**src/rtl/core/tsbd_ram.sv**
```systemverilog
// Generic single-write, single-read RAM with registered read data.
module tsbd_ram #(
  parameter int Width = 8,
  parameter int Depth = 16
) (
  input  logic                     clk_i,
  input  logic                     we_i,
  input  logic [$clog2(Depth)-1:0] waddr_i,
  input  logic [Width-1:0]         wdata_i,
  input  logic [$clog2(Depth)-1:0] raddr_i,
  output logic [Width-1:0]         rdata_o
);

  logic [Width-1:0] mem_q [Depth];

  // Write port and registered read port
  always_ff @(posedge clk_i) begin
    if (we_i) begin
      mem_q[waddr_i] <= wdata_i;
    end
    rdata_o <= mem_q[raddr_i];
  end

endmodule

```
**config.mk**
```make
export PLATFORM = sky130hd
export DESIGN_NAME = tsbd_ram
export DESIGN_NICKNAME = d
export VERILOG_FILES = /design/src/rtl/core/tsbd_ram.sv
export SDC_FILE = /design/constraint.sdc
export NUM_CORES = 1
export LEC_CHECK = 0
export ABC_AREA = 1
export BUFFER_PORTS_ARGS = -buffer_cell sky130_fd_sc_hd__buf_2
export CORE_AREA = 2 2 84 166
export CTS_CLUSTER_SIZE = 24
export DETAILED_ROUTE_END_ITERATION = 16
export DIE_AREA = 0 0 86 168
export PLACE_DENSITY_LB_ADDON = 0.3
export SLEW_MARGIN = 40
export SYNTH_ARGS = -nofsm -noshare
export SYNTH_HDL_FRONTEND = slang
export SYNTH_SLANG_ARGS = --single-unit
export TNS_END_PERCENT = 10
```
**constraint.sdc**
```tcl
create_clock -name clk_i -period 1.39 [get_ports clk_i]
set_input_delay 0.0695 -clock clk_i [delete_from_list [all_inputs] [get_ports clk_i]]
set_output_delay 0.0695 -clock clk_i [all_outputs]
set_load 0.01 [all_outputs]
```
==> out/qor.yml <==
htree_levels: 4
final_nets: 613
stdcell_area_mm2: 0.00674
io_pins: 26
rsz0062_at_grt: "false"
clock.fmax_mhz: 1010
port-buffer-count: 25
timing.hold.ws_ns: 0.0221
hold_depth: 3
synth_cell_types: 12
synthCells: 551
clk_latency_ns: 0.41
start_util: 0.434
slew_headroom: 0.724
tns_ns: 0
synth.avg_cell_area_um2: 10.5
crit_fanout: 1
cp.required_ns: 1.69
final_common_cell: "nand2_1"
crit_arrival_ns: 1.28
fp.dieW_um: 86
hold_path.class: "input pin to register"
rr_worst_depth: 6
grt_overflow_total: 0
antenna_found_initial: 0
die_area_mm2: 0.0144
cts_sinks: 136
cp-start-kind: "register"
whs_endpoint: "rdata_o[0]"
cts_setup_buffers: 0
place_congestion: 0.820
crit_type: "register to register"
ir_worst_vdd_mv: 0.891
core_mm2: 0.0133
clk_pin_slew_worst_paths_ns: 0.06
place_hpwl_um: 8020
ys_seq_area_frac: 0.694
numCtsBuffers: 17
syn_nets: 569
wl_per_cell_um: 17.2
p_leak_nw: 2.95
r2r-start: "mem_q[4][5]"
wirelength_um: 13100
grt_pass1_vias: 3657
power_density_mw_per_mm2: 1440
max_cap_violations: 0
postRouteAntennaNets: 0
cts_resized: 0
setup_ws_ns: 0.403
placed_area_mm2: 0.00615
pre_cts_slack_ns: 0.220
fin_crit_sh: 0.710
grt_first_pass_wirelength_um: 20600
worstHoldStart: "raddr_i[3]"
syn_area_mm2: 0.00577
worst_pin_slew_ns: 0.414
first_pass_iters: 5
syn_to_final_growth_pct: 16.9
grtUsageTotal: 0.195
via_per_inst: 4.98
postCtsHoldBufs: 0
status: "finished clean"
num_rows: 60
finalHoldViolCount: 0
clk_path_buf_depth: 2
die_h_um: 168
grt_max_degree: 41
worstReg2RegEnd: "rdata_o[5]"
ys_ff_latch: 136
drive_above_1_share: 0.125
cts_root_buffer: "clkbuf_16"
vias: 3801
drt_iter0_markers: 346
remaining_drc_errors: 0
setup_violations: 0
max_stage_delay_ns: 0.36
finalMaxSlewViolations: 0
cpMaxStageDelayCell: "edfxtp_1"
num_antenna_cells: 0
crit_chain: "inv_1 -> nand2_1 -> nand3_1 -> nand3_1 -> nand3_1 -> nand2_1"
cts_tree: "yes"
ff2ff_setup_slack_ns: 0.40
worstSetupEndpointType: "register"
fin_crit_ns: 0.987
final_cell_mix: "nand2_1 (173), edfxtp_1 (128), inv_1 (100)"
yosys_warnings: 0
path_common_cell: "nand3_1"
clock_skew_ns: 0.00891
==> flip-flops by register name (all words and copies together), names as in the netlist <==
name,flops
rdata_o,8
mem_q,128
==> area by class of cell <==
cell class                      count  area (µm²)
Tap cell                          155         194
Inverter                          102         383
Sequential cell                   136        4000
Clock inverter                     11         154
Timing Repair Buffer               49         355
Clock buffer                       21         440
Multi-Input combinational cell    289        1210
Fill cell                        1187        6540
==> cells in the mapped netlist, drive strengths merged <==
cell type | instances | share of area
buf | 24 | 0.029
dfxtp | 8 | 0.028
nand3 | 97 | 0.084
nand2 | 173 | 0.11
nand3b | 2 | 0.0026
edfxtp | 128 | 0.67
nor2 | 17 | 0.011
inv | 102 | 0.066
==> how the worst max path moves through the flow <==
stage	start	end	depth (start not counted)
after floorplan	waddr_i[2]	mem_q[10][0]	2
after global placement	waddr_i[2]	mem_q[3][2]	5
after detailed placement	waddr_i[2]	mem_q[3][2]	5
after CTS	rdata_o[1]	rdata_o[1]	1
after global routing	mem_q[5][6]	rdata_o[6]	6
final	mem_q[4][5]	rdata_o[5]	6
==> metal layers <==
layer,up-vias,track usage,share of wire
met2,156,0.308,0.51
met5,-,0,0
met3,17,0.0363,0.065
met4,0,0.0856,0.026
li1,1860,-,-
met1,1768,0.263,0.40
==> kinds of logic after synthesis <==
logic type	after synthesis	share of synthesized area
DFF	136	0.694
and+or+nand+nor	289	0.210
buffers and inverters	126	0.0952
==> per-stage QoR <==
stage                util  std cells  total power, mW
finish              0.508        763             9.72
global route        0.508        763             10.0
CTS                 0.508        763             9.79
detailed placement  0.463        731             5.29
global placement    0.463        731             5.28
floorplan               -        551             5.03
==> power by group <==
group          switching (mW)  internal, mW  total (mW)
Combinational           0.404         0.181       0.584
Clock                    1.55          2.97        4.52
Sequential             0.0255          4.59        4.61
==> critical path, delay by kind of cell, from the launching register on <==
kind                   cells  cell delay (ns)
and+or+nand+nor            5             0.46
buffers and inverters      1             0.06
DFF                        1             0.36
Power figures use the tool's default switching activity.
