### config.mk
export PLATFORM = sky130hd
export DESIGN_NAME = tsbd_ln
export DESIGN_NICKNAME = d
export VERILOG_FILES = /design/src/rtl/core/tsbd_pkg.sv /design/src/rtl/core/tsbd_ln.sv
export SDC_FILE = /design/constraint.sdc
export NUM_CORES = 2
export LEC_CHECK = 0
export CAP_MARGIN = 10
export CORE_AREA = 2 2 307 309
export DETAILED_ROUTE_END_ITERATION = 10
export DIE_AREA = 0 0 309 311
export DONT_BUFFER_PORTS = 1
export PLACE_DENSITY = 0.81
export SETUP_SLACK_MARGIN = 0.2
export SLEW_MARGIN = 20
export SYNTH_ARGS = -nofsm -noshare
export SYNTH_HDL_FRONTEND = slang
export SYNTH_SLANG_ARGS = --single-unit
### constraint.sdc
create_clock -name clk_i -period 10.5 [get_ports clk_i]
set_input_delay 2.1 -clock clk_i [delete_from_list [all_inputs] [get_ports clk_i]]
set_output_delay 2.1 -clock clk_i [all_outputs]
set_load 0.01 [all_outputs]
### src/rtl/core/tsbd_pkg.sv
// Shared widths, codes and helpers of the two-state burst detector.
package tsbd_pkg;

  localparam int CountW  = 32;
  localparam int SumW    = 38;
  localparam int CfgW    = 16;
  localparam int LnInW   = 54;
  localparam int LnW     = 22;
  localparam int CostW   = 64;
  localparam int WeightW = 40;

  localparam logic [31:0]      Ln2Q32   = 32'd2977044472;
  localparam logic [CostW-1:0] CostInf  = '1;
  localparam logic [CfgW-1:0]  ScaleOne = 16'd256;

  typedef enum logic [1:0] {
    StatusNormal = 2'd0,
    StatusReject = 2'd1,
    StatusSat    = 2'd2
  } status_e;

  typedef enum logic [1:0] {
    RegScale = 2'd0,
    RegGain  = 2'd1,
    RegCut   = 2'd2
  } reg_idx_e;

  // Add two costs, pin at all ones on carry out
  function automatic logic [CostW-1:0] sat_add(input logic [CostW-1:0] a,
                                               input logic [CostW-1:0] b);
    logic [CostW:0] s;
    s = {1'b0, a} + {1'b0, b};
    return s[CostW] ? CostInf : s[CostW-1:0];
  endfunction

endpackage

### src/rtl/core/tsbd_ln.sv
// Iterative natural log unit: normalize, square for log2 bits, scale by ln 2.
module tsbd_ln import tsbd_pkg::*; (
  input  logic             clk_i,
  input  logic             rst_ni,
  input  logic             start_i,
  input  logic [LnInW-1:0] x_i,
  output logic             done_o,
  output logic [LnW-1:0]   ln_o
);

  typedef enum logic [1:0] {LnIdle, LnNorm, LnSqr, LnScale} ln_state_e;

  ln_state_e   state_q;
  logic [4:0]  step_q;
  logic [63:0] x_q;
  logic [5:0]  k_q;
  logic [31:0] m_q;
  logic [19:0] frac_q;

  logic [5:0]  sh;
  logic        top_zero;
  logic [63:0] x_nx;
  logic [63:0] sq;
  logic [32:0] sq_top;
  logic [25:0] l2;
  logic [57:0] scl;

  // Binary search for the leading one: shift by 32, 16, .. 1
  assign sh       = 6'd32 >> step_q[2:0];
  assign top_zero = (x_q >> (7'd64 - {1'b0, sh})) == 64'd0;
  assign x_nx     = top_zero ? (x_q << sh) : x_q;

  // Square the Q1.31 mantissa
  assign sq     = 64'(m_q) * 64'(m_q);
  assign sq_top = sq[63:31];

  // Scale log2 to ln, round to Q.16
  assign l2  = {k_q, frac_q};
  assign scl = 58'(l2) * 58'(Ln2Q32) + (58'd1 << 35);

  always_ff @(posedge clk_i or negedge rst_ni) begin
    if (!rst_ni) begin
      state_q <= LnIdle;
      step_q  <= '0;
      x_q     <= '0;
      k_q     <= '0;
      m_q     <= '0;
      frac_q  <= '0;
      done_o  <= 1'b0;
      ln_o    <= '0;
    end else begin
      done_o <= 1'b0;
      case (state_q)
        LnIdle: begin
          if (start_i) begin
            if (x_i == '0) begin
              ln_o   <= '0;
              done_o <= 1'b1;
            end else begin
              x_q     <= 64'(x_i);
              k_q     <= 6'd63;
              step_q  <= '0;
              state_q <= LnNorm;
            end
          end
        end
        LnNorm: begin
          x_q <= x_nx;
          if (top_zero) begin
            k_q <= k_q - sh;
          end
          if (step_q == 5'd5) begin
            m_q     <= x_nx[63:32];
            frac_q  <= '0;
            step_q  <= '0;
            state_q <= LnSqr;
          end else begin
            step_q <= step_q + 5'd1;
          end
        end
        LnSqr: begin
          // One fraction bit per squaring
          if (sq_top[32]) begin
            m_q    <= sq_top[32:1];
            frac_q <= {frac_q[18:0], 1'b1};
          end else begin
            m_q    <= sq_top[31:0];
            frac_q <= {frac_q[18:0], 1'b0};
          end
          if (step_q == 5'd19) begin
            state_q <= LnScale;
          end else begin
            step_q <= step_q + 5'd1;
          end
        end
        LnScale: begin
          ln_o    <= scl[57:36];
          done_o  <= 1'b1;
          state_q <= LnIdle;
        end
        default: state_q <= LnIdle;
      endcase
    end
  end

endmodule

==> out/metrics.cfg <==
[synth]
post-synth-top-area-fraction=0.392
synth_commonest_cells=inv_1 (1,440), fa_1 (1,083), ha_1 (568)
synth-seq-area-share=0.0688
synthesis.instances=5995
yosysUniqueCellTypes=99
synth_area_leader_cell=fa_1
async_reset_ff_frac=1.00
synth_top_flop_cell=dfrtp_1
synth.avg_cell_area_um2=9.22
synth_nets=7703
synth-edff-count=0
ys_seq_elements=152
synth_area_leaders=fa_1 (39%), ha_1 (13%), inv_1 (9.8%)
ys_warn_count=0
yosysMostFrequentCell=inv_1
netlist_area_um2=55300

[timing]
hold_viol_final=0
rsz0062_at_grt=false
timing.final.crit_share=0.936
skew_ps=25.2
period_needed_ps=9830
setup-tns-final_ps=0
holdWs_ps=559
worstMarginPinSlew_ps=1100
drv_slew=0
relSlewSlack=0.264
setup_viol=0
fmax_mhz=102
setup_ws_ps=675

[route]
vias=43201
avgRoutedWirePerCell_um=22.6
first_pass_iters=6
drt-initial-drc-count=3525
avgViaCountPerCell=6.08
drc_errors=0
drt_wl_total_mm=161
antenna_left=0

[min_path]
hp-class=reg -> reg

[clock_network]
root_buffer=clkbuf_16
clock_latency_ps=490
path_clk_slew_ps=80
numCtsBuffers=17
htreeDepth=4
hold_buffers=0
cts.sinks=152
clockBufferDepth=2
cts_tree=done

[global_routing]
antenna_found_initial=1
track_usage=0.346
grt-ovfl-total=0
grt_pass1_wl_mm=257
grt_pass1_vias=47045
grt_max_degree=153

[placed_design]
dpl.cell_count=7066
io_buffers=0
place.gp.congestion=1.03
pre_cts_ws_ps=791
detailed_place_hpwl_mm=130

[cells_and_area]
multiInputGateArea_um2=44900
fill_cells=7605
syn_to_final_growth_pct=3.17
layout.nets=7539
register_area_um2=3810
layout-drive-gt1-share=0.0400
fin_cells=7100

[status]
outcome=completed

[critical_path]
slowest_stage=dfrtp_1
critPathKind=reg -> reg
end_kind=register
critical_path.most_common_cell=fa_1
rrSetupSlack_ps=670
cp.required_ps=10860
cp-start-kind=register
crit_arrival_ps=10190
max_stage_delay_ps=1020
critPathMaxFanout=19

[floorplan]
die_w_um=309
row_count=112
dieArea_um2=96100
start_util=0.596
boundaryPins=80
core_area_um2=92800
dieHeight_um=311

[run]
drv_cap=0

-- area by class of cell --
| cell class | instances | area share |
|---|---|---|
| inverter | 1456 | 0.0958 |
| clock buffer | 17 | 0.00746 |
| tap | 1254 | 0.0275 |
| sequential | 152 | 0.0668 |
| clock inverter | 15 | 0.00353 |
| antenna | 2 | 0.0000878 |
| multi-input combinational | 4117 | 0.787 |
| timing repair buffer | 87 | 0.0115 |
-- flip-flops by register name (all words and copies together), names as in the netlist --
register	cells
frac_q	20
step_q	5
done_o	1
ln_o	22
m_q	32
state_q	2
k_q	6
x_q	64
-- stage by stage --
step | instance area (um^2) | util
after floorplan | 55300 | -
after global placement | 56400 | 0.608
after detailed placement | 56400 | 0.608
after CTS | 57000 | 0.614
after global routing | 57000 | 0.615
final | 57000 | 0.615
-- cells by family after synthesis --
| family | Yosys count | share of synthesized area |
|---|---|---|
| xor+xnor | 101 | 0.0161 |
| buf+inv | 1726 | 0.120 |
| flops | 152 | 0.0688 |
| fa+ha+maj | 1651 | 0.521 |
| mux | 342 | 0.0701 |
| compound gates | 828 | 0.0998 |
| simple gates | 1195 | 0.104 |
-- worst paths after layout --
kind                             end  cells after the start     from
max                           m_q[6]                     28  m_q[14]
min                          x_q[27]                      2  x_q[27]
max reg2reg                   m_q[6]                     28  m_q[14]
min reg2reg                  x_q[27]                      2  x_q[27]
max in group asynchronous  frac_q[6]                      0   rst_ni
min in group asynchronous    x_q[16]                      0   rst_ni
-- worst max-delay path: cells and delay by family, from the launching register on --
kind            cells  cell delay, ps
buf+inv             6             600
fa+ha+maj           9            4390
flops               1            1020
xor+xnor            1             350
compound gates     10            2610
simple gates        2             730
-- per-layer routing --
layer  vias up  wire, um  track usage
li1      18678         -            -
met1     21668     59100        0.434
met2      2241     77000        0.571
met3       612     14600       0.0649
met4         2      9820        0.180
met5         -        12            0
-- cell usage in the layout, fill, tap and decap left out, types with 14 or more instances in the layout --
cell       count
buf_4         87
a22oi_1       25
a22o_1        28
mux4_2        33
a211oi_1      51
mux2_2        31
o21ai_1       17
fa_1        1083
mux2i_1      277
nand2b_1      18
o21bai_1      14
nor4_1        24
nor2b_1       18
dfrtp_1      150
ha_1         568
o22ai_1       44
nand4_1       34
nand2_1      485
clkbuf_16     17
nand3_1       57
a221oi_1      19
and3_1        60
a2bb2oi_1     18
and2_1       200
xnor2_1       56
o21ai_0      128
a21o_1        77
a31oi_1       30
nor3_1        37
nor2_1       198
inv_1       1439
a21oi_1      222
xor2_1        42
-- what timing repair did --
action	CTS	global route
resized for setup	0	1
setup endpoints to repair	0	5
setup buffers	0	0
hold endpoints to repair	0	0
Power is left out: the tool's default activity adds up to more than one toggle a clock period on the data nets, which glitch-free logic cannot reach.
